==> src/lztbp_pkg.sv <==
// shared widths, codes and command/status types for the lz token bit packer
package lztbp_pkg;

  // defaults for the top-level parameters
  localparam int ADDR_BITS_DEF    = 16;
  localparam int OFFSET_BITS1_DEF = 1;
  localparam int OFFSET_BITS2_DEF = 4;
  localparam int OFFSET_BITS4_DEF = 16;

  // field widths
  localparam int TYPE_W     = 3;
  localparam int BYTE_W     = 8;
  localparam int LEN_W      = 9;
  localparam int OFS_W      = 17;
  localparam int WADDR_W    = 16;
  localparam int LIM1_W     = 9;
  localparam int LIM2_W     = 13;
  localparam int LIM3_W     = 14;
  localparam int CFG_IDX_W  = 2;
  localparam int CFG_DATA_W = 14;
  localparam int IN_DATA_W  = 40;
  localparam int OUT_DATA_W = 24;

  // request kinds
  localparam logic [TYPE_W-1:0] REQ_RAW   = 3'd0;
  localparam logic [TYPE_W-1:0] REQ_LIT   = 3'd1;
  localparam logic [TYPE_W-1:0] REQ_RUN   = 3'd2;
  localparam logic [TYPE_W-1:0] REQ_MATCH = 3'd3;
  localparam logic [TYPE_W-1:0] REQ_END   = 3'd4;

  // register indexes
  localparam logic [CFG_IDX_W-1:0] CFG_LIM1 = 2'd0;
  localparam logic [CFG_IDX_W-1:0] CFG_LIM2 = 2'd1;
  localparam logic [CFG_IDX_W-1:0] CFG_LIM3 = 2'd2;

  // register reset values
  localparam logic [LIM1_W-1:0] LIM1_RST = 9'd2;
  localparam logic [LIM2_W-1:0] LIM2_RST = 13'd18;
  localparam logic [LIM3_W-1:0] LIM3_RST = 14'd274;

  // run header bias and escape sequence
  localparam int RUN_BIAS     = 27;
  localparam int ESCAPE_ZEROS = 16;
  localparam int ESC_FLAGS    = ESCAPE_ZEROS + 2;

  typedef struct packed {
    logic take;       // latch token and load head flag piece
    logic load_offs;  // load offset flag piece
    logic drain;      // push flag bits into the flag byte
    logic put_byte;   // write the data byte
    logic flush;      // write back the open flag byte
    logic end_tok;    // current token is the end mark
  } lztbp_cmd_t;

  typedef struct packed {
    logic out_free;    // output register can take a write
    logic drain_emit;  // this drain step fills the flag byte
    logic drain_done;  // this drain step empties the piece
    logic offs_byte;   // offset class carries a data byte
  } lztbp_sts_t;

endpackage

==> src/lz_token_bit_packer_top.sv <==
// top level of the lz token bit packer: stream ports, config port, sequencer and datapath
//
//  channel | dir | handshake              | contents
//  --------+-----+------------------------+-----------------------------------------
//  s_      | in  | s_tvalid / s_tready    | one token request (kind in s_tuser)
//  m_      | out | m_tvalid / m_tready    | one byte write with address, tlast on end
//  cfg_    | in  | cfg_valid / cfg_ready  | offset class limit write by index
//
//  steps: the sequencer takes a request, then drains each flag piece (head piece, then
//    offset piece for a match) one flag byte at a time, then writes a data byte or the
//    final flag byte if the token needs one
//  the drain fills at most one flag byte per cycle while the output register has room
//  reset: synchronous, clears the pointers, the open flag byte and the output register;
//    limits return to 2, 18 and 274
//  stalls: the output register holds one write; the sequencer waits only when it must
//    write while that register is full and not taken; a new request is taken while the
//    previous final write still waits
module lz_token_bit_packer_top #(
  parameter int ADDR_BITS    = lztbp_pkg::ADDR_BITS_DEF,
  parameter int OFFSET_BITS1 = lztbp_pkg::OFFSET_BITS1_DEF,
  parameter int OFFSET_BITS2 = lztbp_pkg::OFFSET_BITS2_DEF,
  parameter int OFFSET_BITS4 = lztbp_pkg::OFFSET_BITS4_DEF
) (
  input  logic                             clk,
  input  logic                             rst,
  // request stream
  input  logic                             s_tvalid,
  output logic                             s_tready,
  // byte_value [7:0], token_length [16:8], match_offset [33:17], zero [39:34]
  input  logic [lztbp_pkg::IN_DATA_W-1:0]  s_tdata,
  // req_type [2:0]
  input  logic [lztbp_pkg::TYPE_W-1:0]     s_tuser,
  // write stream
  output logic                             m_tvalid,
  input  logic                             m_tready,
  // write_address [15:0], write_data [23:16]
  output logic [lztbp_pkg::OUT_DATA_W-1:0] m_tdata,
  output logic                             m_tlast,
  // configuration writes
  input  logic                             cfg_valid,
  output logic                             cfg_ready,
  input  logic [lztbp_pkg::CFG_IDX_W-1:0]  cfg_index,
  input  logic [lztbp_pkg::CFG_DATA_W-1:0] cfg_data
);
  import lztbp_pkg::*;

  lztbp_cmd_t          cmd;
  lztbp_sts_t          sts;
  logic [WADDR_W-1:0]  out_addr;
  logic [BYTE_W-1:0]   out_data;

  // limit registers take a write in any cycle
  assign cfg_ready = 1'b1;

  lztbp_ctrl u_ctrl (
    .clk      (clk),
    .rst      (rst),
    .in_valid (s_tvalid),
    .in_ready (s_tready),
    .in_type  (s_tuser),
    .sts      (sts),
    .cmd      (cmd)
  );

  lztbp_datapath #(
    .ADDR_BITS    (ADDR_BITS),
    .OFFSET_BITS1 (OFFSET_BITS1),
    .OFFSET_BITS2 (OFFSET_BITS2),
    .OFFSET_BITS4 (OFFSET_BITS4)
  ) u_datapath (
    .clk       (clk),
    .rst       (rst),
    .cfg_valid (cfg_valid),
    .cfg_index (cfg_index),
    .cfg_data  (cfg_data),
    .in_type   (s_tuser),
    .in_byte   (s_tdata[7:0]),
    .in_len    (s_tdata[16:8]),
    .in_off    (s_tdata[33:17]),
    .cmd       (cmd),
    .sts       (sts),
    .out_valid (m_tvalid),
    .out_ready (m_tready),
    .out_addr  (out_addr),
    .out_data  (out_data),
    .out_last  (m_tlast)
  );

  // address in the low half, data byte above it
  assign m_tdata = {out_data, out_addr};

endmodule

==> src/lztbp_ctrl.sv <==
// token sequencer state machine for the lz token bit packer
module lztbp_ctrl (
  input  logic                         clk,
  input  logic                         rst,
  input  logic                         in_valid,
  output logic                         in_ready,
  input  logic [lztbp_pkg::TYPE_W-1:0] in_type,
  input  lztbp_pkg::lztbp_sts_t        sts,
  output lztbp_pkg::lztbp_cmd_t        cmd
);
  import lztbp_pkg::*;

  typedef enum logic [4:0] {
    S_IDLE  = 5'b00001,
    S_HEAD  = 5'b00010,
    S_OFFS  = 5'b00100,
    S_BYTE  = 5'b01000,
    S_FLUSH = 5'b10000
  } state_t;

  state_t              state, state_next;
  logic [TYPE_W-1:0]   kind;
  logic                accept;
  logic                advance;

  assign in_ready = (state == S_IDLE);
  assign accept   = in_valid && in_ready;
  // a drain that fills the flag byte needs room in the output register
  assign advance  = !sts.drain_emit || sts.out_free;

  always_ff @(posedge clk) begin
    if (rst) begin
      state <= S_IDLE;
      kind  <= REQ_RAW;
    end else begin
      state <= state_next;
      if (accept) begin
        kind <= in_type;
      end
    end
  end

  always_comb begin
    state_next  = state;
    cmd         = '0;
    cmd.end_tok = (kind == REQ_END);
    unique case (state)
      S_IDLE: begin
        if (accept) begin
          cmd.take = 1'b1;
          if (in_type == REQ_RAW) begin
            state_next = S_BYTE;
          end else if (in_type == REQ_LIT || in_type == REQ_RUN ||
                       in_type == REQ_MATCH || in_type == REQ_END) begin
            state_next = S_HEAD;
          end
        end
      end
      S_HEAD: begin
        if (advance) begin
          cmd.drain = 1'b1;
          if (sts.drain_done) begin
            priority if (kind == REQ_MATCH) begin
              cmd.load_offs = 1'b1;
              state_next    = S_OFFS;
            end else if (kind == REQ_END) begin
              state_next = sts.drain_emit ? S_IDLE : S_FLUSH;
            end else begin
              state_next = S_BYTE;
            end
          end
        end
      end
      S_OFFS: begin
        if (advance) begin
          cmd.drain = 1'b1;
          if (sts.drain_done) begin
            state_next = sts.offs_byte ? S_BYTE : S_IDLE;
          end
        end
      end
      S_BYTE: begin
        if (sts.out_free) begin
          cmd.put_byte = 1'b1;
          state_next   = S_IDLE;
        end
      end
      S_FLUSH: begin
        if (sts.out_free) begin
          cmd.flush  = 1'b1;
          state_next = S_IDLE;
        end
      end
      default: state_next = S_IDLE;
    endcase
  end

  a_drain_state: assert property (@(posedge clk) disable iff (rst)
    cmd.drain |-> (state == S_HEAD || state == S_OFFS))
    else $error("drain issued outside a flag piece");

  a_busy_after_take: assert property (@(posedge clk) disable iff (rst)
    (accept && (in_type == REQ_RAW || in_type == REQ_LIT || in_type == REQ_RUN ||
                in_type == REQ_MATCH || in_type == REQ_END)) |=> !in_ready)
    else $error("token accepted but sequencer went idle");

endmodule

==> src/lztbp_datapath.sv <==
// flag packing, pointer and output register datapath for the lz token bit packer
module lztbp_datapath #(
  parameter int ADDR_BITS    = lztbp_pkg::ADDR_BITS_DEF,
  parameter int OFFSET_BITS1 = lztbp_pkg::OFFSET_BITS1_DEF,
  parameter int OFFSET_BITS2 = lztbp_pkg::OFFSET_BITS2_DEF,
  parameter int OFFSET_BITS4 = lztbp_pkg::OFFSET_BITS4_DEF
) (
  input  logic                             clk,
  input  logic                             rst,
  input  logic                             cfg_valid,
  input  logic [lztbp_pkg::CFG_IDX_W-1:0]  cfg_index,
  input  logic [lztbp_pkg::CFG_DATA_W-1:0] cfg_data,
  input  logic [lztbp_pkg::TYPE_W-1:0]     in_type,
  input  logic [lztbp_pkg::BYTE_W-1:0]     in_byte,
  input  logic [lztbp_pkg::LEN_W-1:0]      in_len,
  input  logic [lztbp_pkg::OFS_W-1:0]      in_off,
  input  lztbp_pkg::lztbp_cmd_t            cmd,
  output lztbp_pkg::lztbp_sts_t            sts,
  output logic                             out_valid,
  input  logic                             out_ready,
  output logic [lztbp_pkg::WADDR_W-1:0]    out_addr,
  output logic [lztbp_pkg::BYTE_W-1:0]     out_data,
  output logic                             out_last
);
  import lztbp_pkg::*;

  localparam int HI_W    = OFFSET_BITS4 - 8;
  localparam int FLD_A   = (OFFSET_BITS1 > OFFSET_BITS2) ? OFFSET_BITS1 : OFFSET_BITS2;
  localparam int FLD_MAX = (FLD_A > HI_W) ? FLD_A : HI_W;
  localparam int OFW     = FLD_MAX + 1;
  localparam int SEG_W   = (2 * LEN_W > OFW + 2) ? 2 * LEN_W : OFW + 2;
  localparam int CNT_W   = $clog2(SEG_W + 1);
  localparam int AXW     = (ADDR_BITS > WADDR_W) ? ADDR_BITS : WADDR_W;

  // configuration
  logic [LIM1_W-1:0]    lim1;
  logic [LIM2_W-1:0]    lim2;
  logic [LIM3_W-1:0]    lim3;

  // stream state
  logic [ADDR_BITS-1:0] wp;
  logic [ADDR_BITS-1:0] faddr;
  logic [BYTE_W-1:0]    fbyte;
  logic [2:0]           fill;
  logic                 fopen;

  // flag piece being drained, left aligned
  logic [SEG_W-1:0]     seg;
  logic [CNT_W-1:0]     cnt;

  // token registers
  logic [LEN_W-1:0]     len_q;
  logic [OFS_W-1:0]     v0;
  logic [BYTE_W-1:0]    dbyte;

  // head piece
  logic [3:0]           nbits;
  logic [LEN_W-1:0]     head_val;
  logic [CNT_W-1:0]     head_cnt;
  logic [SEG_W-1:0]     head_seg;
  logic [LEN_W-1:0]     run_raw;

  // offset piece
  logic                 cls1, cls2, cls3;
  logic [OFS_W-1:0]     lim_sel;
  logic [OFS_W-1:0]     sub;
  logic [1:0]           zeros;
  logic [OFW-1:0]       offs_val;
  logic [CNT_W-1:0]     offs_cnt;
  logic [SEG_W-1:0]     offs_seg;

  // drain step
  logic [3:0]           room;
  logic [3:0]           k;
  logic [3:0]           fsum;
  logic [BYTE_W-1:0]    top;
  logic [BYTE_W-1:0]    ins;
  logic [BYTE_W-1:0]    fnew;
  logic [ADDR_BITS-1:0] faddr_eff;

  // output mux
  logic                 emit;
  logic [ADDR_BITS-1:0] addr_sel;
  logic [AXW-1:0]       addr_ext;
  logic [BYTE_W-1:0]    data_sel;
  logic                 last_sel;

  // gamma length: bit length of the match length, at least one
  always_comb begin
    nbits = 4'd1;
    for (int i = 1; i < LEN_W; i++) begin
      if (in_len[i]) begin
        nbits = 4'(i + 1);
      end
    end
  end

  assign run_raw = in_len - LEN_W'(RUN_BIAS);

  always_comb begin
    head_val = '0;
    head_cnt = '0;
    if (in_type == REQ_LIT) begin
      head_val = LEN_W'(1);
      head_cnt = CNT_W'(1);
    end else if (in_type == REQ_RUN) begin
      head_val = LEN_W'(1);
      head_cnt = CNT_W'(ESC_FLAGS);
    end else if (in_type == REQ_END) begin
      head_cnt = CNT_W'(ESC_FLAGS);
    end else if (in_type == REQ_MATCH) begin
      // zero flag, then gamma: nbits-1 zeros and the length in nbits bits
      head_val = in_len;
      head_cnt = CNT_W'({nbits, 1'b0});
    end
  end

  assign head_seg = SEG_W'(head_val) << (CNT_W'(SEG_W) - head_cnt);

  // offset classes, tested from the widest down
  assign cls3  = (v0 >= OFS_W'(lim3));
  assign cls2  = (v0 >= OFS_W'(lim2));
  assign cls1  = (v0 >= OFS_W'(lim1));
  assign zeros = {1'b0, (len_q > LEN_W'(2))} + {1'b0, (len_q > LEN_W'(1))};

  always_comb begin
    priority if (cls3) begin
      lim_sel = OFS_W'(lim3);
    end else if (cls2) begin
      lim_sel = OFS_W'(lim2);
    end else if (cls1) begin
      lim_sel = OFS_W'(lim1);
    end else begin
      lim_sel = '0;
    end
  end

  assign sub = v0 - lim_sel;

  always_comb begin
    priority if (cls3) begin
      offs_val = OFW'({1'b1, sub[8 +: HI_W]});
      offs_cnt = CNT_W'(1 + HI_W);
    end else if (cls2) begin
      offs_val = OFW'(1);
      offs_cnt = CNT_W'(1) + CNT_W'(len_q > LEN_W'(2));
    end else if (cls1) begin
      offs_val = OFW'({1'b1, sub[OFFSET_BITS2-1:0]});
      offs_cnt = CNT_W'(zeros) + CNT_W'(1 + OFFSET_BITS2);
    end else begin
      offs_val = OFW'(sub[OFFSET_BITS1-1:0]);
      offs_cnt = CNT_W'(zeros) + CNT_W'(1 + OFFSET_BITS1);
    end
  end

  assign offs_seg = SEG_W'(offs_val) << (CNT_W'(SEG_W) - offs_cnt);

  // drain up to the end of the flag byte in one step
  assign room      = 4'd8 - {1'b0, fill};
  assign k         = (cnt < CNT_W'(room)) ? cnt[3:0] : room;
  assign fsum      = {1'b0, fill} + k;
  assign top       = seg[SEG_W-1 -: BYTE_W];
  assign ins       = (top & ~(8'hFF >> k)) >> fill;
  assign fnew      = (fopen ? fbyte : 8'h00) | ins;
  assign faddr_eff = fopen ? faddr : wp;

  assign sts.out_free   = !out_valid || out_ready;
  assign sts.drain_emit = (fsum == 4'd8);
  assign sts.drain_done = (cnt <= CNT_W'(room));
  assign sts.offs_byte  = cls3 || cls2;

  assign emit = (cmd.drain && sts.drain_emit) || cmd.put_byte || cmd.flush;

  always_comb begin
    priority if (cmd.put_byte) begin
      addr_sel = wp;
      data_sel = dbyte;
      last_sel = 1'b0;
    end else if (cmd.flush) begin
      addr_sel = faddr;
      data_sel = fbyte;
      last_sel = 1'b1;
    end else begin
      addr_sel = faddr_eff;
      data_sel = fnew;
      last_sel = cmd.end_tok && sts.drain_done;
    end
  end

  assign addr_ext = AXW'(addr_sel);

  always_ff @(posedge clk) begin
    if (rst) begin
      lim1      <= LIM1_RST;
      lim2      <= LIM2_RST;
      lim3      <= LIM3_RST;
      wp        <= '0;
      fill      <= '0;
      fopen     <= 1'b0;
      cnt       <= '0;
      out_valid <= 1'b0;
    end else begin
      if (cfg_valid) begin
        unique case (cfg_index)
          CFG_LIM1: lim1 <= cfg_data[LIM1_W-1:0];
          CFG_LIM2: lim2 <= cfg_data[LIM2_W-1:0];
          CFG_LIM3: lim3 <= cfg_data[LIM3_W-1:0];
          default:  ;
        endcase
      end

      if (emit) begin
        out_valid <= 1'b1;
      end else if (out_ready) begin
        out_valid <= 1'b0;
      end

      if (cmd.put_byte || (cmd.drain && !fopen)) begin
        wp <= wp + ADDR_BITS'(1);
      end

      if (cmd.drain) begin
        if (sts.drain_emit) begin
          fopen <= 1'b0;
          fill  <= '0;
        end else begin
          fopen <= 1'b1;
          fill  <= fsum[2:0];
        end
      end else if (cmd.flush) begin
        fopen <= 1'b0;
        fill  <= '0;
      end

      if (cmd.take) begin
        cnt <= head_cnt;
      end else if (cmd.load_offs) begin
        cnt <= offs_cnt;
      end else if (cmd.drain) begin
        cnt <= cnt - CNT_W'(k);
      end
    end
  end

  // payload registers
  always_ff @(posedge clk) begin
    if (emit) begin
      out_addr <= addr_ext[WADDR_W-1:0];
      out_data <= data_sel;
      out_last <= last_sel;
    end
    if (cmd.drain) begin
      faddr <= faddr_eff;
      fbyte <= fnew;
    end
    if (cmd.take) begin
      seg   <= head_seg;
      len_q <= in_len;
      v0    <= in_off - OFS_W'(1);
      dbyte <= (in_type == REQ_RUN) ? run_raw[BYTE_W-1:0] : in_byte;
    end else if (cmd.load_offs) begin
      seg <= offs_seg;
      if (sts.offs_byte) begin
        dbyte <= sub[BYTE_W-1:0];
      end
    end else if (cmd.drain) begin
      seg <= seg << k;
    end
  end

  a_emit_slot: assert property (@(posedge clk) disable iff (rst)
    emit |-> (!out_valid || out_ready))
    else $error("write issued over an untaken result");

  a_piece_done: assert property (@(posedge clk) disable iff (rst)
    (cmd.drain && sts.drain_done && !cmd.load_offs && !cmd.take) |=> (cnt == '0))
    else $error("flag piece not empty after final drain");

  a_flush_open: assert property (@(posedge clk) disable iff (rst)
    cmd.flush |-> fopen)
    else $error("flush without an open flag byte");

endmodule

==> config.mk <==
export PLATFORM = sky130hd
export DESIGN_NAME = lz_token_bit_packer_top
export DESIGN_NICKNAME = d
export VERILOG_FILES = /design/src/lztbp_pkg.sv /design/src/lz_token_bit_packer_top.sv /design/src/lztbp_ctrl.sv /design/src/lztbp_datapath.sv
export SDC_FILE = /design/constraint.sdc
export NUM_CORES = 1
export LEC_CHECK = 0
export BUFFER_PORTS_ARGS = -buffer_cell sky130_fd_sc_hd__buf_2
export CAP_MARGIN = 0
export CORE_ASPECT_RATIO = 0.7
export CORE_MARGIN = 5
export CORE_UTILIZATION = 55
export DETAILED_ROUTE_END_ITERATION = 16
export PLACE_DENSITY = 0.83
export SYNTH_ARGS = -nofsm -noshare
export SYNTH_HDL_FRONTEND = slang
export SYNTH_HIERARCHICAL = 1
export SYNTH_SLANG_ARGS = --single-unit
==> constraint.sdc <==
create_clock -name clk -period 18.8 [get_ports clk]
set_input_delay 0.94 -clock clk [delete_from_list [all_inputs] [get_ports clk]]
set_output_delay 0.94 -clock clk [all_outputs]
set_load 0.05 [all_outputs]
==> impl_metrics.ini, run 1 <==
[run_status]
status = complete, no violations

[critical_path]
critPathSlowestCell = nand2_1
worstSetupPathType = reg -> reg
ff2ff_path_depth = 20
cp_top_family = simple AND/OR/NAND/NOR gates
endpoint = u_datapath/out_addr[14]$_DFFE_PP_
crit_path_start = u_datapath/fill[0]$_SDFFE_PP0P_
worstPathCellList = clkinv_1 -> ha_1 -> xnor2_1 -> inv_1 -> ha_1 -> o21a_1 -> o31a_1 -> o21ai_1 -> and2_1 -> inv_4 -> ha_1 -> fa_1 -> xor2_1 -> nor4_1 -> buf_4 -> nand2b_1 -> and3b_1 -> buf_4 -> nand2_1 -> nand2_1
start_kind = flip-flop
cp_num_cells = 20
r2r-end = u_datapath/out_addr[14]$_DFFE_PP_
critPathMaxStageDelay_ns = 0.83
r2r_start = u_datapath/fill[0]$_SDFFE_PP0P_
path_max_fanout = 28
arrival_ns = 6.90
crit_required_ns = 18.86
cp.buffers_inverters = 5
r2r_slack_ns = 11.96
crit_top_cell = ha_1
worstSetupEndpointType = flip-flop

[floorplan]
initial_utilization_pct = 56.1
die_w_um = 184
io_pins = 92
die_h_um = 132
core_area_mm2 = 0.0208
die_area_mm2 = 0.0243
num_rows = 44

[sta]
finalHoldViolations = 0
setup-tns-final_ns = 0
max_freq_mhz = 146
finalSetupViolCount = 0
min_period_ns = 6.84
min_period_over_period_pct = 36.4
fin_skew_ns = 0.0188
rsz0062_at_grt = no
slew_headroom_pct = 20.8
worst_pin_slew_ns = 1.19
finalMaxSlewViolations = 0

[hold_path]
worstHoldStart = u_datapath/lim2[9]$_SDFFE_PP0P_
whs_path_depth = 2
hold_path_class = reg -> reg

[clock_tree]
cts_buffers = 17
ctsResizeCount = 0
clkTransAtPathRegs_ns = 0.08
clock-sinks = 171
hold_buffers = 0
cts_setup_buffers = 0
clock_latency_ns = 0.45
cts_tree = done
htreeDepth = 4
cts_buffer_depth = 2
cts_root_buf = clkbuf_16

[routing]
drtPass1Iterations = 6
postRouteAntennaNets = 0
drc = 0
detail_route.vias_per_cell = 6.26
post_drt_wl_per_cell_um = 19.1
vias = 10200
dr.first_iter.drc_count = 1124
routed_wl_um = 31000

[grt]
antenna_found_initial = 0
grt_util_all_layers_pct = 25.5
grt_max_degree = 71
grt_remaining_overflow = 0
grt_pass1_vias = 9718
grt_pass1_wl_um = 50500

[synthesis]
synth_cell_types = 94
synth_top_cell_area_share_pct = 26.0
synth_area_mm2 = 0.0117
syn_nets = 1414
syn_avg_cell_area_um2 = 9.12
synth_ff_type = edfxtp_1
yosys.area.top_type = edfxtp_1
ys_seq_area_share_pct = 38.0
synthCells = 1279
synth-seq-cells = 171
synth_warnings = 6
async_flop_share_pct = 0
synth_edf_count = 101
ys_top_cells_by_area = edfxtp_1 (26%), dfxtp_1 (12%), ha_1 (7.3%), a21oi_1 (4.5%), nand2_1 (4.2%)

[placed_design]
place.detailed.hpwl_um = 23500
dpl-instance-area_mm2 = 0.0123
routabilityCongestion = 1.01
numPortBuffers = 84

[power_and_ir_drop]
p_switching_mw = 0.373
pwr_density_cell_mw_per_mm2 = 84.8
seq_power_share_pct = 41.3
clockPowerShare_pct = 33.7
internal_power_mw = 0.721
p_sw_share_pct = 34.1
peakVddDrop_uv = 58.8
power_leakage_nw = 5.01
pwr-share-comb_pct = 25.0
power_mw = 1.09

[layout]
fin_nets = 1468
drive_gt1_share_pct = 15.0
final_util_pct = 62.0
final_area_mm2 = 0.0129
area_growth_pct = 10.7
antennaDiodeCount = 0

[run]
maxCapViolations = 0
==> sequential cells by signal, summed over array words and instances, names as in the netlist, 5 cells and up <==
register,cells
u_datapath/lim3,14
u_ctrl/state,5
u_datapath/out_addr,16
u_datapath/faddr,16
u_datapath/lim1,9
u_datapath/dbyte,8
u_datapath/len_q,9
u_datapath/seg,18
u_datapath/fbyte,8
u_datapath/wp,16
u_datapath/out_data,8
u_datapath/lim2,13
u_datapath/cnt,5
u_datapath/v0,17
==> worst min path at each step <==
stage / slack, ns / end
after floorplan: 0.44 / u_datapath/lim2[10]$_SDFFE_PP0P_
after global placement: 0.44 / u_datapath/lim2[5]$_SDFFE_PP0P_
after detailed placement: 0.45 / u_datapath/lim2[5]$_SDFFE_PP0P_
after CTS: 0.46 / u_datapath/lim2[5]$_SDFFE_PP0P_
after global routing: 0.47 / u_datapath/lim2[5]$_SDFFE_PP0P_
final: 0.46 / u_datapath/lim2[9]$_SDFFE_PP0P_
==> layout make-up <==
class	count	area, µm²
Fill cell	1682	7900
Inverter	84	318
Tap cell	276	345
Clock inverter	15	199
Timing Repair Buffer	94	495
Sequential cell	171	4430
Clock buffer	17	425
Multi-Input combinational cell	965	6690
==> worst min-delay path, delay by kind of cell, from the launching register on <==
kind | cells | cell delay (ns)
DFF | 1 | 0.31
and+or+nand+nor | 1 | 0.05
AOI/OAI and AO/OA | 1 | 0.05
==> cell usage in the layout, fill, tap and decap left out, types with 8 or more instances in the layout <==
| cell | n |
|---|---|
| mux2i_1 | 40 |
| buf_2 | 84 |
| and3_1 | 12 |
| buf_4 | 10 |
| or3_1 | 8 |
| a21o_1 | 19 |
| nor2_1 | 107 |
| nor4_1 | 10 |
| xnor2_1 | 19 |
| ha_1 | 68 |
| clkbuf_16 | 17 |
| o21a_1 | 9 |
| o21ai_0 | 55 |
| xor2_1 | 31 |
| nand4_1 | 9 |
| nor2b_1 | 11 |
| dfxtp_1 | 70 |
| nor3_1 | 28 |
| nand2_1 | 130 |
| o21ai_1 | 9 |
| o211ai_1 | 21 |
| inv_1 | 78 |
| a31oi_1 | 10 |
| edfxtp_1 | 101 |
| mux2_2 | 40 |
| a21oi_1 | 104 |
| nand2b_1 | 17 |
| a211o_1 | 11 |
| nand3_1 | 36 |
==> power groups by stage <==
stage | sequential, mW | clock [mW] | combinational (mW)
after floorplan | 0.450 | 0 | 0.198
after global placement | 0.459 | 0 | 0.258
after detailed placement | 0.460 | 0 | 0.264
after CTS | 0.451 | 0.372 | 0.266
after global routing | 0.455 | 0.391 | 0.300
final | 0.452 | 0.369 | 0.274
==> Yosys cell counts, types with 11 or more instances <==
| master | count |
|---|---|
| mux2i_1 | 40 |
| ha_1 | 68 |
| nor3_1 | 28 |
| a21oi_1 | 104 |
| nand2b_1 | 17 |
| xor2_1 | 31 |
| nand2_1 | 130 |
| and3_1 | 12 |
| a21o_1 | 19 |
| nand3_1 | 36 |
| clkbuf_1 | 48 |
| mux2_2 | 40 |
| edfxtp_1 | 101 |
| o21ai_0 | 55 |
| dfxtp_1 | 70 |
| inv_1 | 78 |
| nor2b_1 | 11 |
| xnor2_1 | 19 |
| nor2_1 | 107 |
| a211o_1 | 11 |
| o211ai_1 | 21 |
==> layer usage <==
metal,vias to the layer above,track usage [%],wire length [µm]
met5,-,0,0
met4,0,5.58,463
met3,43,7.45,3470
met2,491,36.2,12900
met1,4794,38.6,14200
li1,4825,-,-
==> kinds of logic (layout without fill, tap and decap cells) <==
family / count (synthesis) / count (layout) / share of synthesized area [%]
buffers and inverters: 143 / 210 / 4.78
other: 1 / 1 / 0.0321
xor gates and xnor gates: 50 / 50 / 3.75
AOI/OAI and AO/OA: 335 / 335 / 19.2
muxes: 88 / 88 / 8.74
DFF: 171 / 171 / 38.0
adders and majority gates: 71 / 71 / 7.81
and+or+nand+nor: 420 / 420 / 17.6
==> stage by stage <==
| stage | worst slack [ns] | hold slack, ns | instances |
|---|---|---|---|
| 3_3_place_gp | 12.25 | 0.443 | 1590 |
| 4_1_cts | 12.01 | 0.457 | 1622 |
| 5_1_grt | 11.37 | 0.472 | 1622 |
| 6_report | 11.96 | 0.456 | 1622 |
| 2_1_floorplan | 12.78 | 0.436 | 1279 |
| 3_5_place_dp | 12.01 | 0.446 | 1590 |
Note: power is estimated with default switching activity, not from simulation.
==> run 2, diff against run 1 <==
Settings changed: PLACE_DENSITY 0.83 to 0.86.
Clock period 18.8 ns to 6.04 ns, I/O delays scaled along.
==> impl_metrics.ini, run 2 (synthesized netlist as in run 1, its figures left out) <==
[power_and_ir_drop]
seq_power_share_pct = 41.3
internal_power_mw = 2.25
pwr-share-comb_pct = 24.9
p_sw_share_pct = 34.1
p_switching_mw = 1.16
pwr_density_cell_mw_per_mm2 = 262
power_leakage_nw = 5.09
clockPowerShare_pct = 33.8
peakVddDrop_uv = 204

[sta]
finalMaxSlewViolations = 0
slew_headroom_pct = 21.7
rsz0062_at_grt = no
fin_skew_ns = 0.0135
setup-tns-final_ns = 0
min_period_over_period_pct = 91.8
worst_pin_slew_ns = 1.17
min_period_ns = 5.55
finalHoldViolations = 0
finalSetupViolCount = 0
max_freq_mhz = 180

[layout]
final_area_mm2 = 0.0130
area_growth_pct = 11.6
largestRegisters = u_datapath/seg: 18 flops, u_datapath/v0: 17 flops
largest_reg_flops = 18
antennaDiodeCount = 0
fin_nets = 1481
mostFrequentLayoutCell = nand2_1
regMostFlops = u_datapath/seg
mostFrequentLayoutCells = nand2_1 (130), nor2_1 (106), a21oi_1 (104), edfxtp_1 (101), buf_2 (84)
drive_gt1_share_pct = 15.9

[hold_path]
hold_path_class = in -> reg

[grt]
grtUsageMet3_pct = 6.43
grt_max_degree = 71
grt_util_met1_pct = 37.9
antenna_found_initial = 0
grt_pass1_wl_um = 49900
grt_remaining_overflow = 0
use_met2_pct = 36.8
grt_busiest_layer = met1
grt_util_all_layers_pct = 25.3
grt_pass1_vias = 9630

[placed_design]
numPortBuffers = 84
routabilityCongestion = 0.980
place.detailed.hpwl_um = 23600
dpl-instance-area_mm2 = 0.0124

[floorplan]
die_h_um = 132
core_area_mm2 = 0.0208
initial_utilization_pct = 56.1
num_rows = 44
die_area_mm2 = 0.0243
die_w_um = 184
io_pins = 92

[run]
maxCapViolations = 0

[critical_path]
crit_required_ns = 6.23
worstSetupEndpointType = flip-flop
worstSetupPathType = reg -> reg
crit_top_cell = ha_1
arrival_ns = 5.73
critPathMaxStageDelay_ns = 0.72
critPathSlowestCell = o311ai_0
worstPathCellList = ha_1 -> and3_1 -> a221oi_1 -> nand2_1 -> a211oi_2 -> buf_4 -> nand3_1 -> a21oi_1 -> a21o_1 -> inv_1 -> ha_1 -> nor2b_1 -> o311ai_0 -> a31oi_1 -> nor2_1 -> xnor2_1 -> o221ai_1 -> a22oi_1 -> a311o_1
cp_top_family = compound AO/OA/AOI/OAI gates
cp.buffers_inverters = 2
path_max_fanout = 10
start_kind = flip-flop

[clock_tree]
hold_buffers = 0
clock_latency_ns = 0.44
cts_buffers = 17
cts_root_buf = clkbuf_16
cts_tree = done
cts_setup_buffers = 0
clock-sinks = 171
cts_buffer_depth = 2
clkTransAtPathRegs_ns = 0.08
htreeDepth = 4

[routing]
dr.first_iter.drc_count = 1192
routed_wl_um = 31000
drtPass1Iterations = 6
drc = 0
post_drt_wl_per_cell_um = 19.0
detail_route.vias_per_cell = 6.32
vias = 10300
postRouteAntennaNets = 0

[run_status]
status = complete, no violations
## run 2: final timing paths
check	from	to	slack (ns)	cells past startpoint
max	u_datapath/v0[7]$_DFFE_PP_	u_datapath/seg[14]$_DFFE_PP_	0.49	19
min	cfg_data[8]	u_datapath/lim3[8]$_SDFFE_PP1P_	0.10	2
max reg2reg	u_datapath/v0[7]$_DFFE_PP_	u_datapath/seg[14]$_DFFE_PP_	0.49	19
min reg2reg	u_datapath/lim2[5]$_SDFFE_PP0P_	u_datapath/lim2[5]$_SDFFE_PP0P_	0.46	2
## run 2: timing repair
item                                   in CTS  in global routing
endpoints found under the hold margin       0                  0
resized for setup                           0                  2
setup endpoints to repair                   0                  7
## run 2: area by class of cell
class | instances | area [µm²]
clock buffers | 17 | 425
clock inverters | 15 | 208
fillers | 1697 | 7790
inverters | 84 | 318
multi-input cells | 965 | 6700
flip-flops and latches | 171 | 4430
well taps | 276 | 345
repair buffers | 107 | 593
## run 2: through the flow
step           hold slack (ns)  power (mW)  setup slack [ns]  utilization (%)  instances
2_1_floorplan            0.401        2.02            0.0244                -       1279
3_3_place_gp             0.444        2.23             0.674             59.5       1603
3_5_place_dp             0.450        2.26             0.607             59.5       1603
4_1_cts                 0.0885        3.41             0.556             62.6       1635
5_1_grt                 0.0937        3.58            0.0209             62.6       1635
6_report                 0.100        3.42             0.493             62.6       1635
## run 2: power groups by stage
stage	clock (mW)	sequential [mW]	combinational, mW
final	1.16	1.41	0.851
after global routing	1.23	1.42	0.934
after CTS	1.17	1.41	0.831
after detailed placement	0	1.43	0.823
after global placement	0	1.43	0.802
after floorplan	0	1.40	0.615
## run 2: per-layer routing
metal  vias up  routed length [µm]
met4         0                 495
met3        44                3430
li1       4831                   -
met5         -                   0
met2       540               13100
met1      4919               14000
